**config.mk**
```make
export PLATFORM = sky130hd
export DESIGN_NAME = stable_priority_queue_flat
export DESIGN_NICKNAME = d
export VERILOG_FILES = /design/src/rtl/spq_pkg.sv /design/src/rtl/spq_if.sv /design/src/rtl/spq_ram.sv /design/src/rtl/stable_priority_queue.sv /design/src/flat_wrapper.sv
export SDC_FILE = /design/constraint.sdc
export NUM_CORES = 1
export LEC_CHECK = 0
export BUFFER_PORTS_ARGS = -buffer_cell sky130_fd_sc_hd__buf_2
export CORE_ASPECT_RATIO = 0.7
export CORE_MARGIN = 3
export CORE_UTILIZATION = 57
export DETAILED_ROUTE_END_ITERATION = 16
export PLACE_DENSITY = 0.8
export SYNTH_ARGS = -nofsm -noshare
export SYNTH_HDL_FRONTEND = slang
export SYNTH_SLANG_ARGS = --single-unit
export TNS_END_PERCENT = 30
```
**constraint.sdc**
```tcl
create_clock -name clk -period 3.65 [get_ports clk]
set_input_delay 0.1825 -clock clk [delete_from_list [all_inputs] [get_ports clk]]
set_output_delay 0.1825 -clock clk [all_outputs]
set_load 0.01 [all_outputs]
```
**src/rtl/spq_pkg.sv**
```systemverilog
// ----------------------------------------------------------------------------
// spq_pkg
// Shared types and constants of the stable priority queue.
// ----------------------------------------------------------------------------
package spq_pkg;

    localparam int DEPTH       = 16;
    localparam int MAX_RESULTS = 16;
    localparam int IDX_W       = $clog2(DEPTH);
    localparam int CNT_W       = $clog2(DEPTH + 1);
    localparam int ENTRY_W     = 26;

    localparam logic OP_INSERT = 1'b0;
    localparam logic OP_DELETE = 1'b1;

    typedef enum logic [1:0] {
        KIND_INS_OK   = 2'd0,
        KIND_INS_FULL = 2'd1,
        KIND_POP      = 2'd2,
        KIND_EMPTY    = 2'd3
    } kind_t;

    typedef struct packed {
        logic [15:0] tag;
        logic [7:0]  age;
        logic [1:0]  pri;
    } entry_t;

    typedef struct packed {
        logic        opcode;
        logic [1:0]  priority_req;
        logic [7:0]  age;
        logic [15:0] tag;
        logic [7:0]  count;
    } in_word_t;

    typedef struct packed {
        logic [1:0]  kind;
        logic [15:0] out_tag;
        logic [7:0]  out_age;
        logic [1:0]  out_priority;
        logic [4:0]  occupancy;
        logic        last;
    } out_word_t;

endpackage

```
**src/rtl/spq_if.sv**
```systemverilog
// ----------------------------------------------------------------------------
// spq_if
// Valid/ready channel carrying one word of a given type.
// ----------------------------------------------------------------------------
interface spq_if #(parameter type T = logic) ();
    logic valid;
    logic ready;
    T     data;
    modport source (output valid, output data, input ready);
    modport sink   (input valid, input data, output ready);
endinterface

```
**src/rtl/spq_ram.sv**
```systemverilog
// ----------------------------------------------------------------------------
// spq_ram
// Generic single-port-write, single-port-read RAM with registered read.
// ----------------------------------------------------------------------------
module spq_ram #(
    parameter int WIDTH = 8,
    parameter int DEPTH = 16
) (
    input  logic                     clk,
    input  logic                     we,
    input  logic [$clog2(DEPTH)-1:0] waddr,
    input  logic [WIDTH-1:0]         wdata,
    input  logic [$clog2(DEPTH)-1:0] raddr,
    output logic [WIDTH-1:0]         rdata
);
    logic [WIDTH-1:0] mem [DEPTH];

    always_ff @(posedge clk)
    begin
        if (we)
        begin
            mem[waddr] <= wdata;
        end
        rdata <= mem[raddr];
    end
endmodule

```
**src/rtl/stable_priority_queue.sv**
```systemverilog
// ----------------------------------------------------------------------------
// stable_priority_queue
// Stable priority queue kept as a circular sorted list in one RAM.
// ----------------------------------------------------------------------------
// Insert: the list is searched from the tail back to the insert point, each
// step reading one entry (S_SHIFT_RD) and writing it one slot further
// (S_SHIFT_WR); the new entry is written into the hole. Delete of N pops
// from the head: S_POP_RD, then S_POP_EMIT waits for a free output slot.
// One input word is worked on at a time; the result register frees the input.
// Reset empties the queue (count and head pointer); RAM contents are not reset.
module stable_priority_queue (
    input logic clk,
    input logic rst_n,
    spq_if.sink   in_ch,
    spq_if.source out_ch
);
    import spq_pkg::*;

    typedef enum logic [2:0] {
        S_IDLE, S_SHIFT_RD, S_SHIFT_WR, S_POP_RD, S_POP_EMIT
    } state_t;

    state_t           state_reg;
    logic [IDX_W-1:0] head_reg;
    logic [CNT_W-1:0] held_reg;
    logic [CNT_W-1:0] scan_reg;   // entries left to examine behind the hole
    logic [CNT_W-1:0] pops_reg;
    entry_t           new_reg;
    out_word_t        out_reg;
    logic             out_valid_reg;

    logic             we;
    logic [IDX_W-1:0] waddr, raddr;
    entry_t           wdata, rdata;
    logic [ENTRY_W-1:0] rdata_bits;

    spq_ram #(.WIDTH(ENTRY_W), .DEPTH(DEPTH)) u_ram (
        .clk(clk), .we(we), .waddr(waddr), .wdata(wdata),
        .raddr(raddr), .rdata(rdata_bits)
    );
    assign rdata = entry_t'(rdata_bits);

    function automatic logic [IDX_W-1:0] slot(input logic [IDX_W-1:0] h,
                                               input logic [CNT_W-1:0] off);
        logic [CNT_W:0] s;
        s = (CNT_W+1)'(h) + (CNT_W+1)'(off);
        if (s >= (CNT_W+1)'(DEPTH))
        begin
            s = s - (CNT_W+1)'(DEPTH);
        end
        return s[IDX_W-1:0];
    endfunction

    logic out_free;
    assign out_free     = !out_valid_reg || out_ch.ready;
    assign in_ch.ready  = (state_reg == S_IDLE) && out_free;
    assign out_ch.valid = out_valid_reg;
    assign out_ch.data  = out_reg;

    in_word_t iw;
    assign iw = in_ch.data;

    logic [8:0] del_n;
    logic       out_load;

    always_comb
    begin
        del_n = 9'(iw.count);
        if (del_n > 9'(held_reg)) del_n = 9'(held_reg);
        if (del_n > 9'(MAX_RESULTS)) del_n = 9'(MAX_RESULTS);
    end

    // A new result word is loaded into the output register.
    always_comb
    begin
        unique case (state_reg)
            S_IDLE:
            begin
                out_load = in_ch.valid && in_ch.ready &&
                           ((iw.opcode == OP_INSERT) ? (held_reg == CNT_W'(DEPTH))
                                                     : (del_n == '0));
            end
            S_SHIFT_RD: out_load = (scan_reg == '0);
            S_SHIFT_WR: out_load = (rdata.pri <= new_reg.pri);
            S_POP_EMIT: out_load = out_free;
            default:    out_load = 1'b0;
        endcase
    end

    always_comb
    begin
        we    = 1'b0;
        waddr = slot(head_reg, scan_reg);
        wdata = new_reg;
        raddr = slot(head_reg, scan_reg - CNT_W'(1));
        unique case (state_reg)
            S_SHIFT_WR:
            begin
                if (rdata.pri > new_reg.pri)
                begin
                    we    = 1'b1;
                    wdata = rdata;
                end
            end
            S_POP_RD, S_POP_EMIT: raddr = head_reg;
            default: ;
        endcase
        // Final write of the new entry into the hole.
        if (state_reg == S_SHIFT_RD && scan_reg == '0)
        begin
            we = 1'b1;
        end
        if (state_reg == S_SHIFT_WR && rdata.pri <= new_reg.pri)
        begin
            we = 1'b1;
        end
    end

    always_ff @(posedge clk or negedge rst_n)
    begin
        if (!rst_n)
        begin
            state_reg     <= S_IDLE;
            head_reg      <= '0;
            held_reg      <= '0;
            scan_reg      <= '0;
            pops_reg      <= '0;
            out_valid_reg <= 1'b0;
        end
        else
        begin
            if (out_load)
            begin
                out_valid_reg <= 1'b1;
            end
            else if (out_ch.ready)
            begin
                out_valid_reg <= 1'b0;
            end
            unique case (state_reg)
                S_IDLE:
                begin
                    if (in_ch.valid && in_ch.ready)
                    begin
                        new_reg <= '{tag: iw.tag, age: iw.age, pri: iw.priority_req};
                        if (iw.opcode == OP_INSERT)
                        begin
                            if (held_reg == CNT_W'(DEPTH))
                            begin
                                out_reg <= '{kind: KIND_INS_FULL, out_tag: '0,
                                             out_age: '0, out_priority: '0,
                                             occupancy: 5'(held_reg), last: 1'b1};
                            end
                            else
                            begin
                                out_reg   <= '0;
                                scan_reg  <= held_reg;
                                state_reg <= S_SHIFT_RD;
                            end
                        end
                        else
                        begin
                            if (del_n == '0)
                            begin
                                out_reg <= '{kind: KIND_EMPTY, out_tag: '0,
                                             out_age: '0, out_priority: '0,
                                             occupancy: 5'(held_reg), last: 1'b1};
                            end
                            else
                            begin
                                out_reg   <= '0;
                                pops_reg  <= CNT_W'(del_n);
                                state_reg <= S_POP_RD;
                            end
                        end
                    end
                end
                S_SHIFT_RD:
                begin
                    if (scan_reg == '0)
                    begin
                        held_reg          <= held_reg + CNT_W'(1);
                        out_reg.kind      <= KIND_INS_OK;
                        out_reg.occupancy <= 5'(held_reg + CNT_W'(1));
                        out_reg.last      <= 1'b1;
                        state_reg         <= S_IDLE;
                    end
                    else
                    begin
                        state_reg <= S_SHIFT_WR;
                    end
                end
                S_SHIFT_WR:
                begin
                    if (rdata.pri > new_reg.pri)
                    begin
                        scan_reg  <= scan_reg - CNT_W'(1);
                        state_reg <= S_SHIFT_RD;
                    end
                    else
                    begin
                        held_reg          <= held_reg + CNT_W'(1);
                        out_reg.kind      <= KIND_INS_OK;
                        out_reg.occupancy <= 5'(held_reg + CNT_W'(1));
                        out_reg.last      <= 1'b1;
                        state_reg         <= S_IDLE;
                    end
                end
                S_POP_RD:
                begin
                    state_reg <= S_POP_EMIT;
                end
                S_POP_EMIT:
                begin
                    // Head read data is valid here; wait for the output slot.
                    if (out_free)
                    begin
                        out_reg.kind         <= KIND_POP;
                        out_reg.out_tag      <= rdata.tag;
                        out_reg.out_age      <= rdata.age;
                        out_reg.out_priority <= rdata.pri;
                        out_reg.occupancy    <= 5'(held_reg - CNT_W'(1));
                        out_reg.last         <= (pops_reg == CNT_W'(1));
                        held_reg             <= held_reg - CNT_W'(1);
                        head_reg             <= slot(head_reg, CNT_W'(1));
                        pops_reg             <= pops_reg - CNT_W'(1);
                        state_reg <= (pops_reg == CNT_W'(1)) ? S_IDLE : S_POP_RD;
                    end
                end
                default: state_reg <= S_IDLE;
            endcase
        end
    end

    assert property (@(posedge clk) disable iff (!rst_n) held_reg <= CNT_W'(DEPTH))
        else $error("occupancy beyond depth");
    assert property (@(posedge clk) disable iff (!rst_n)
        (state_reg == S_SHIFT_RD) |-> scan_reg <= held_reg)
        else $error("insert scan beyond held entries");
    assert property (@(posedge clk) disable iff (!rst_n)
        out_valid_reg && !out_ch.ready |=> $stable(out_reg))
        else $error("result word changed while stalled");
endmodule
```
**src/flat_wrapper.sv**
```systemverilog
// flat-port wrapper written by rule: the top's interface ports become plain ports
module stable_priority_queue_flat import spq_pkg::*;
  (clk, rst_n, in_ch_valid, in_ch_data, in_ch_ready, out_ch_valid, out_ch_data, out_ch_ready);
  spq_if in_ch_i ();
  spq_if out_ch_i ();
  input logic clk;
  input logic rst_n;
  input wire logic [$bits(in_ch_i.valid)-1:0] in_ch_valid;
  input wire logic [$bits(in_ch_i.data)-1:0] in_ch_data;
  output wire logic [$bits(in_ch_i.ready)-1:0] in_ch_ready;
  output wire logic [$bits(out_ch_i.valid)-1:0] out_ch_valid;
  output wire logic [$bits(out_ch_i.data)-1:0] out_ch_data;
  input wire logic [$bits(out_ch_i.ready)-1:0] out_ch_ready;
  assign in_ch_i.valid = in_ch_valid;
  assign in_ch_i.data = in_ch_data;
  assign in_ch_ready = in_ch_i.ready;
  assign out_ch_valid = out_ch_i.valid;
  assign out_ch_data = out_ch_i.data;
  assign out_ch_i.ready = out_ch_ready;
  stable_priority_queue u_core (.clk(clk), .rst_n(rst_n), .in_ch(in_ch_i), .out_ch(out_ch_i));
endmodule
```
==> impl_metrics.toml, run 1 <==
[cts]
cts_tree = "yes"
cts_hold_buffers = 1
cts_buffer_depth = 2
root_buffer = "clkbuf_8"
cts_buffers = 9
cts_setup_buffers = 0
clk_pin_slew_ns = 0.06
cts-resized-gates = 0
cts.sinks = 58
clkLatencyLatePin_ns = 0.34
htree_levels = 3

[logic_synthesis]
synth_edf_count = 33
syn_inst = 293
synth-seq-cells = 58
syn_nets = 315
synth_top_area_cell = "edfxtp_1"
netlist-cell-type-count = 64
netlist_top_cells_count = "33 x edfxtp_1, 26 x nor2_1, 23 x dfrtp_1"
syn_area_per_cell_um2 = 11.2
yosysMostFrequentCell = "edfxtp_1"
syn_area_um2 = 3290
synth_area_leaders = "edfxtp_1 30%, dfrtp_1 17%, ha_1 5.3%"
ys.flop_type = "edfxtp_1"
ys_seq_area_share_pct = 48.8
async_reset_ff_share_pct = 39.7
synth_top_area_share_pct = 30.1
yosysWarnings = 0

[min_path]
min_from = "in_ch_valid"
hold_depth = 2
hold_path_class = "primary input to flip-flop"

[timing]
whs_ns = 0.139
fin_crit_sh_pct = 77.5
fin_ws_ns = 0.823
clock.fmax_mhz = 354
setup-tns-final_ns = 0
worst_slew_pin_slew_ns = 0.705
setup_viol = 0
rsz0062_at_grt = "no"
hold_viol_final = 0
maxSlewHeadroom_pct = 52.6
fin_skew_ns = 0.00641
final.min_clock_period_ns = 2.83
finalMaxSlewViolations = 0

[placement]
pre_cts_slack_ns = 0.851
io_buffers = 6
dp.cells = 362
place.gp.congestion = 0.894
dp_hpwl_um = 4890

[worst_setup_path]
end_kind = "flip-flop"
critical_path.most_common_cell = "inv_1"
timing.rr.start = "u_core.scan_reg[0]"
start_kind = "flip-flop"
critPathKind = "flip-flop to flip-flop"
critPathRequiredTime_ns = 3.93
crit_start = "u_core.scan_reg[0]"
arrival_ns = 3.10
crit_path_cell_trace = "inv_1 > ha_1 > fa_1 > xor2_1 > inv_1 > o21ai_2 > a211oi_1 > a2111o_1 > nand4_1"
reg2regPathDepth = 9
worstPathMaxFanout = 16
slowest_delay_ns = 0.50
crit_slowest_cell = "o21ai_2"

[routing]
drt-total-wl_um = 6770
dr_wl_met3_um = 530
via_per_inst = 6.28
post_drt_wl_per_cell_um = 17.9
wl_met1_um = 3220
ant_nets = 0
firstDrtPassIters = 6
drcViolationCount = 0
top_layer_used = "met4"
drtIter0Drc = 237
wl_met2_um = 2900
vias = 2381

[global_routing]
overflow = 0
grt_max_degree = 25
grt_pass1_wl_um = 11700
first_global_vias = 2319
antenna_found_initial = 0
track_usage_pct = 22.1

[final_layout]
n_antenna_cell = 0
top_register = "u_core.u_ram.mem"
largest_reg_flops = 32
drive_gt1_share_pct = 9.77
finalNetCount = 324
final_cell_count_no_fill = 379
area_growth_pct = 7.33

[floorplanning]
die-area_um2 = 6740
start_util_pct = 60.7
die_h_um = 69.6
die_x_um = 96.9
io-pin-count = 8
coreArea_um2 = 5420
rows = 22

[run]
drv_cap = 0

[outcome]
outcome = "complete, no violations"
-- critical path, delay by kind of cell, from the launching register on --
| family | cells | cell delay, ns |
|---|---|---|
| AO/OA/AOI/OAI | 3 | 1.03 |
| flip-flops | 1 | 0.42 |
| adder cells (fa/ha/maj) | 2 | 0.79 |
| buffers and inverters | 2 | 0.20 |
| XOR/XNOR | 1 | 0.23 |
| AND/OR/NAND/NOR | 1 | 0.10 |
-- routing by layer --
metal  vias up  GRT usage [%]
li1       1115              -
met1      1150           32.5
met2        97           30.4
met3        19           7.24
met4         0           7.79
met5         -              0
-- final timing paths --
path,slack (ns),endpoint
setup / recovery,0.82,u_core.u_ram.rdata[0]
hold / removal,0.14,u_core.out_ch.valid
setup reg to reg,0.82,u_core.u_ram.rdata[0]
hold reg to reg,0.48,u_core.pops_reg[4]
max in group asynchronous,2.93,u_core.pops_reg[1]
min in group asynchronous,0.36,u_core.held_reg[3]
-- cell families (layout without fill, tap and decap cells) --
kind of cell	count (synthesis)	count (layout)	synth area share, %
AOI/OAI and AO/OA	66	66	14.9
xor gates and xnor gates	21	21	5.59
adders and majority gates	17	17	7.14
buffers and inverters	22	36	3.34
DFF	58	58	48.8
muxes	11	11	3.46
and+or+nand+nor	98	98	16.8
-- layout make-up --
cell class,count,area [µm²]
clock inverters,3,16.3
fillers,411,1890
inverters,11,41.3
clock buffers,13,149
well taps,72,90.1
flip-flops and latches,58,1610
multi-input cells,213,1580
repair buffers,9,55.1
-- metrics by stage --
| stage | util (%) | cell area [µm²] |
|---|---|---|
| floorplan | - | 3290 |
| global placement | 62.0 | 3360 |
| detailed placement | 62.0 | 3360 |
| CTS | 65.2 | 3530 |
| global route | 65.2 | 3530 |
| finish | 65.2 | 3530 |
-- cells in the final DEF, fill, tap and decap left out, drive strengths merged, types with 2 or more instances in the layout --
cell	synthesis	layout
edfxtp	33	33
nor2	27	27
dfrtp	23	23
nand2	18	18
a21oi	16	16
ha	14	14
clkbuf	3	13
xnor2	12	12
inv	11	11
o21ai	11	11
xor2	9	9
and4	9	9
mux2i	8	8
a211oi	8	8
a2111o	8	8
nor2b	8	8
buf	8	8
nor3	6	6
nand3	5	5
nor4	4	4
a21o	4	4
and3	4	4
nand2b	4	4
and2	3	3
nand4	3	3
fa	3	3
mux2	3	3
o211ai	2	2
dfxtp	2	2
nor3b	2	2
clkinv	0	2
Power of run 1 is not shown: default switching activity piles up to over one toggle a cycle in this logic, so the estimate is an artifact.
==> run 2, diff against run 1 <==
ABC_AREA = 1   (was not set)
CORE_UTILIZATION = 56   (was 57)
PLACE_DENSITY = 0.81   (was 0.8)
clock period = 2.5 ns   (was 3.65 ns; I/O delays follow)
==> impl_metrics.toml, run 2 <==
[cts]
cts_hold_buffers = 1
cts.sinks = 58
cts_buffer_depth = 2
clk_pin_slew_ns = 0.07
root_buffer = "clkbuf_8"
clkLatencyLatePin_ns = 0.33
cts_tree = "yes"
cts_setup_buffers = 0
cts_buffers = 9
cts-resized-gates = 0
htree_levels = 3

[routing]
vias = 2535
drt-total-wl_um = 6810
ant_nets = 0
drcViolationCount = 0
firstDrtPassIters = 5
drtIter0Drc = 246
post_drt_wl_per_cell_um = 14.6
via_per_inst = 5.45

[timing]
fin_skew_ns = 0.00999
clock.fmax_mhz = 447
hold_viol_final = 0
final.min_clock_period_ns = 2.24
fin_crit_sh_pct = 89.4
finalMaxSlewViolations = 0
rsz0062_at_grt = "no"
setup_viol = 0
setup-tns-final_ns = 0
maxSlewHeadroom_pct = 69.8
worst_slew_pin_slew_ns = 0.451

[worst_setup_path]
end_kind = "flip-flop"
slowest_delay_ns = 0.56
cp.depth = 9
crit_slowest_cell = "fa_1"
start_kind = "flip-flop"
reg2regPathDepth = 9
critPathKind = "flip-flop to flip-flop"
crit_buf_inv = 2
crit_path_cell_trace = "inv_1 > ha_1 > fa_1 > inv_1 > o21ai_2 > nand3_1 > nand3_1 > nand3_1 > nand2_1"
cp_top_family = "adder cells"
critPathRequiredTime_ns = 2.78
arrival_ns = 2.51
critical_path.most_common_cell = "nand3_1"
worstPathMaxFanout = 8

[floorplanning]
die_x_um = 96.8
die-area_um2 = 6740
io-pin-count = 8
die_h_um = 69.6
coreArea_um2 = 5400
start_util_pct = 59.9
rows = 22

[min_path]
hold_depth = 3
hold_path_class = "primary input to flip-flop"

[placement]
io_buffers = 6
dp_hpwl_um = 5110
place.gp.congestion = 0.900

[global_routing]
overflow = 0
track_usage_pct = 21.8
antenna_found_initial = 0
grt_max_degree = 24
grt_pass1_wl_um = 11600
first_global_vias = 2493

[final_layout]
drive_gt1_share_pct = 10.9
finalNetCount = 410
final_common_cell = "nand2_1"
area_growth_pct = 9.56
n_antenna_cell = 0
top_register = "u_core.u_ram.mem"
layout_common_cells = "72 x nand2_1, 65 x inv_1, 55 x nand3_1"
largest_reg_flops = 32
fill_cells = 459

[logic_synthesis]
ys_seq_area_share_pct = 49.7
synth-seq-cells = 58
netlist_top_cells_count = "72 x nand2_1, 65 x inv_1, 55 x nand3_1"
synth_area_leaders = "edfxtp_1 31%, dfrtp_1 18%, nand3_1 8.5%"
ys.flop_type = "edfxtp_1"
syn_inst = 367
synth_top_area_share_pct = 30.7
yosysWarnings = 0
synth_top_area_cell = "edfxtp_1"
yosysMostFrequentCell = "nand2_1"
synth_edf_count = 33
netlist-cell-type-count = 30
syn_area_per_cell_um2 = 8.81
async_reset_ff_share_pct = 39.7
syn_area_um2 = 3230
syn_nets = 389

[run]
drv_cap = 0

[outcome]
outcome = "complete, no violations"
## run 2: cell types whose count changed after synthesis, moves of 7 or more
cell / change
mux2i_1: -8
xnor2_1: -8
a211oi_1: -8
nand2_1: +54
o21ai_0: +7
nand3_1: +51
inv_1: +54
a21oi_1: -9
a2111o_1: -8
and4_1: -9
nor2b_1: -7
## run 2: layout make-up
type / count / area, µm² / area share [%]
well taps: 72 / 90.1 / 2.54
inverters: 67 / 251 / 7.10
multi-input cells: 240 / 1360 / 38.5
clock buffers: 12 / 135 / 3.81
repair buffers: 12 / 77.6 / 2.19
clock inverters: 4 / 18.8 / 0.530
flip-flops and latches: 58 / 1610 / 45.4
## run 2: stage by stage
step | cell area [µm²] | instances | worst slack (ns) | util (%) | hold WS, ns
final | 3540 | 465 | 0.264 | 65.7 | 0.0472
after CTS | 3540 | 465 | 0.274 | 65.7 | 0.0317
after detailed placement | 3380 | 448 | 0.289 | 62.6 | 0.172
after global placement | 3380 | 448 | 0.351 | 62.6 | 0.180
after floorplan | 3230 | 367 | 0.504 | - | -0.171
after global routing | 3540 | 465 | 0.0433 | 65.7 | 0.0406
## run 2: logic make-up after synthesis
kind of cell               count (synthesis)  synth area share [%]
muxes                                      1                 0.348
AOI/OAI and AO/OA                         25                  4.26
DFF                                       58                  49.7
adders and majority gates                 17                  7.28
and+or+nand+nor                          181                  25.9
xor gates and xnor gates                  16                  4.33
buffers and inverters                     69                  8.17
## run 2: worst reg2reg max path: stages, from the launching register on
cell and delay [ns]:
dfrtp_1 0.39, inv_1 0.19, ha_1 0.31, fa_1 0.56, inv_1 0.06, o21ai_2 0.29
nand3_1 0.15, nand3_1 0.11, nand3_1 0.08, nand2_1 0.06
## run 2: final timing paths
check	from	to	slack (ns)
setup / recovery	u_core.scan_reg[0]	u_core.u_ram.rdata[1]	0.26
hold / removal	in_ch_valid	u_core.out_ch.valid	0.05
setup reg to reg	u_core.scan_reg[0]	u_core.u_ram.rdata[1]	0.26
hold reg to reg	u_core.pops_reg[3]	u_core.pops_reg[3]	0.48
max in group asynchronous	rst_n	u_core.head_reg[2]	1.91
min in group asynchronous	rst_n	u_core.held_reg[1]	0.34
## run 2: per-layer routing
metal / vias to the layer above / part of all wire (%) / GRT usage (%)
met4: 0 / 1.3 / 6.54
li1: 1239 / - / -
met3: 9 / 8.5 / 7.24
met1: 1168 / 48 / 31.3
met5: - / 0 / 0
met2: 119 / 42 / 31.3
Power of run 2 is left out for the same reason.
==> run 3, diff against run 2 <==
ABC_AREA = not set   (was 1)
CORE_MARGIN = not set   (was 3)
==> impl_metrics.toml, run 3 (synthesis results as in run 1) <==
[outcome]
outcome = "complete, but fails checks"
violations = "setup timing"

[final_layout]
largest_reg_flops = 32
top_register = "u_core.u_ram.mem"
seq_area_um2 = 1610
final_common_cell = "edfxtp_1"
multi_input_area_um2 = 1710
area_growth_pct = 17.6
n_antenna_cell = 0
finalNetCount = 348
postLayoutCellArea_um2 = 3870
layout_common_cells = "33 x edfxtp_1, 25 x buf_4, 24 x nor2_1"
fill_cells = 369
drive_gt1_share_pct = 24.5

[routing]
ant_nets = 0
firstDrtPassIters = 5
via_per_inst = 6.23
drt-total-wl_um = 7330
drtIter0Drc = 277
post_drt_wl_per_cell_um = 18.2
drcViolationCount = 0
vias = 2510

[timing]
worst_slew_pin_slew_ns = 0.666
finalMaxSlewViolations = 0
fin_ws_ns = -0.128
clock.fmax_mhz = 381
setup_viol = 2
hold_viol_final = 0
fin_skew_ns = 0.0103
maxSlewHeadroom_pct = 55.3
final.min_clock_period_ns = 2.63
rsz0062_at_grt = "yes"
fin_crit_sh_pct = 105

[global_routing]
grt_pass1_wl_um = 11800
overflow = 0
antenna_found_initial = 0
track_usage_pct = 26.4
first_global_vias = 2366
grt_max_degree = 25

[placement]
place.gp.congestion = 0.853
dp_hpwl_um = 5120
place_area_um2 = 3500
pre_cts_slack_ns = -0.170
io_buffers = 6

[floorplanning]
die-area_um2 = 6200
io-pin-count = 8
rows = 22
die_h_um = 66.2
die_x_um = 93.7
start_util_pct = 60.4
coreArea_um2 = 5450

[cts]
root_buffer = "clkbuf_8"
cts_buffers = 9
clk_pin_slew_ns = 0.07
htree_levels = 3
clkLatencyLatePin_ns = 0.34
cts.sinks = 58
cts_buffer_depth = 2
cts_tree = "yes"

[min_path]
hold_path_class = "primary input to flip-flop"

[worst_setup_path]
critPathRequiredTime_ns = 2.78
critPathKind = "flip-flop to flip-flop"
start_kind = "flip-flop"
arrival_ns = 2.90
end_kind = "flip-flop"
worstPathMaxFanout = 4

[run]
drv_cap = 0
run 3: cell count changes in the layout (fill, tap and decap cells not counted), sizes merged, moves of 8 or more:
cell    before  now
nand2       78   18
inv         67   11
nand3       58    5
buf         11   31
a21oi        7   16
and4         0    9
a2111o       0    8
a211oi       0    8
mux2i        0    8
nor2b        0    8
xnor2        4   12
run 3: worst max-delay path, stage by stage (launching register included):
cell and delay [ns]:
dfrtp_1 0.37, inv_2 0.08, ha_4 0.17, xor2_1 0.16
ha_1 0.38, a21oi_2 0.09, a211o_1 0.32, a221o_1 0.38
xnor2_2 0.20, a2111o_1 0.32, nand4_1 0.10
run 3: final timing paths:
| kind | cells after the start | start | end | slack [ns] |
|---|---|---|---|---|
| max reg2reg | 10 | u_core.scan_reg[0] | u_core.u_ram.rdata[1] | -0.13 |
| max | 10 | u_core.scan_reg[0] | u_core.u_ram.rdata[1] | -0.13 |
| min | 2 | in_ch_valid | u_core.out_ch.valid | 0.07 |
| max in group asynchronous | 2 | rst_n | u_core.state_reg[1] | 1.83 |
| min in group asynchronous | 2 | rst_n | u_core.scan_reg[3] | 0.31 |
| min reg2reg | 1 | u_core.pops_reg[4] | u_core.pops_reg[4] | 0.48 |
run 3: repair_timing:
item | in CTS | in global routing
gates cloned | 1 | 0
endpoints found under the hold margin | 23 | 0
resized for setup | 10 | 14
pin swaps | 18 | 6
setup endpoints to repair | 2 | 8
hold buffers | 1 | 0
buffers inserted | 3 | 1
run 3: area by class of cell:
class | instances | share of cell area, %
Clock buffer | 9 | 3.20
Clock inverter | 7 | 1.81
Multi-Input combinational cell | 214 | 44.2
Timing Repair Buffer | 32 | 5.88
Sequential cell | 58 | 41.5
Tap cell | 72 | 2.33
Inverter | 11 | 1.07
run 3: routing by layer:
layer	global-route usage (%)	vias to the layer above	routed length (µm)	share of wire, %
li1	-	1165	-	-
met1	38.5	1220	3350	46
met3	7.36	10	681	9.3
met2	38.1	115	3220	44
met5	0	-	0	0
met4	8.46	0	79	1.1
run 3: through the flow:
step	setup TNS (ns)	instances	utilization, %	hold WS [ns]
after floorplan	-0.00972	293	-	-0.171
after global placement	-0.136	381	64.3	0.137
after detailed placement	-0.339	381	64.3	0.145
after CTS	-0.143	402	69.7	0.0641
after global routing	-0.374	403	71.0	0.0849
final	-0.231	403	71.0	0.0703
Power of run 3 is left out for the same reason.
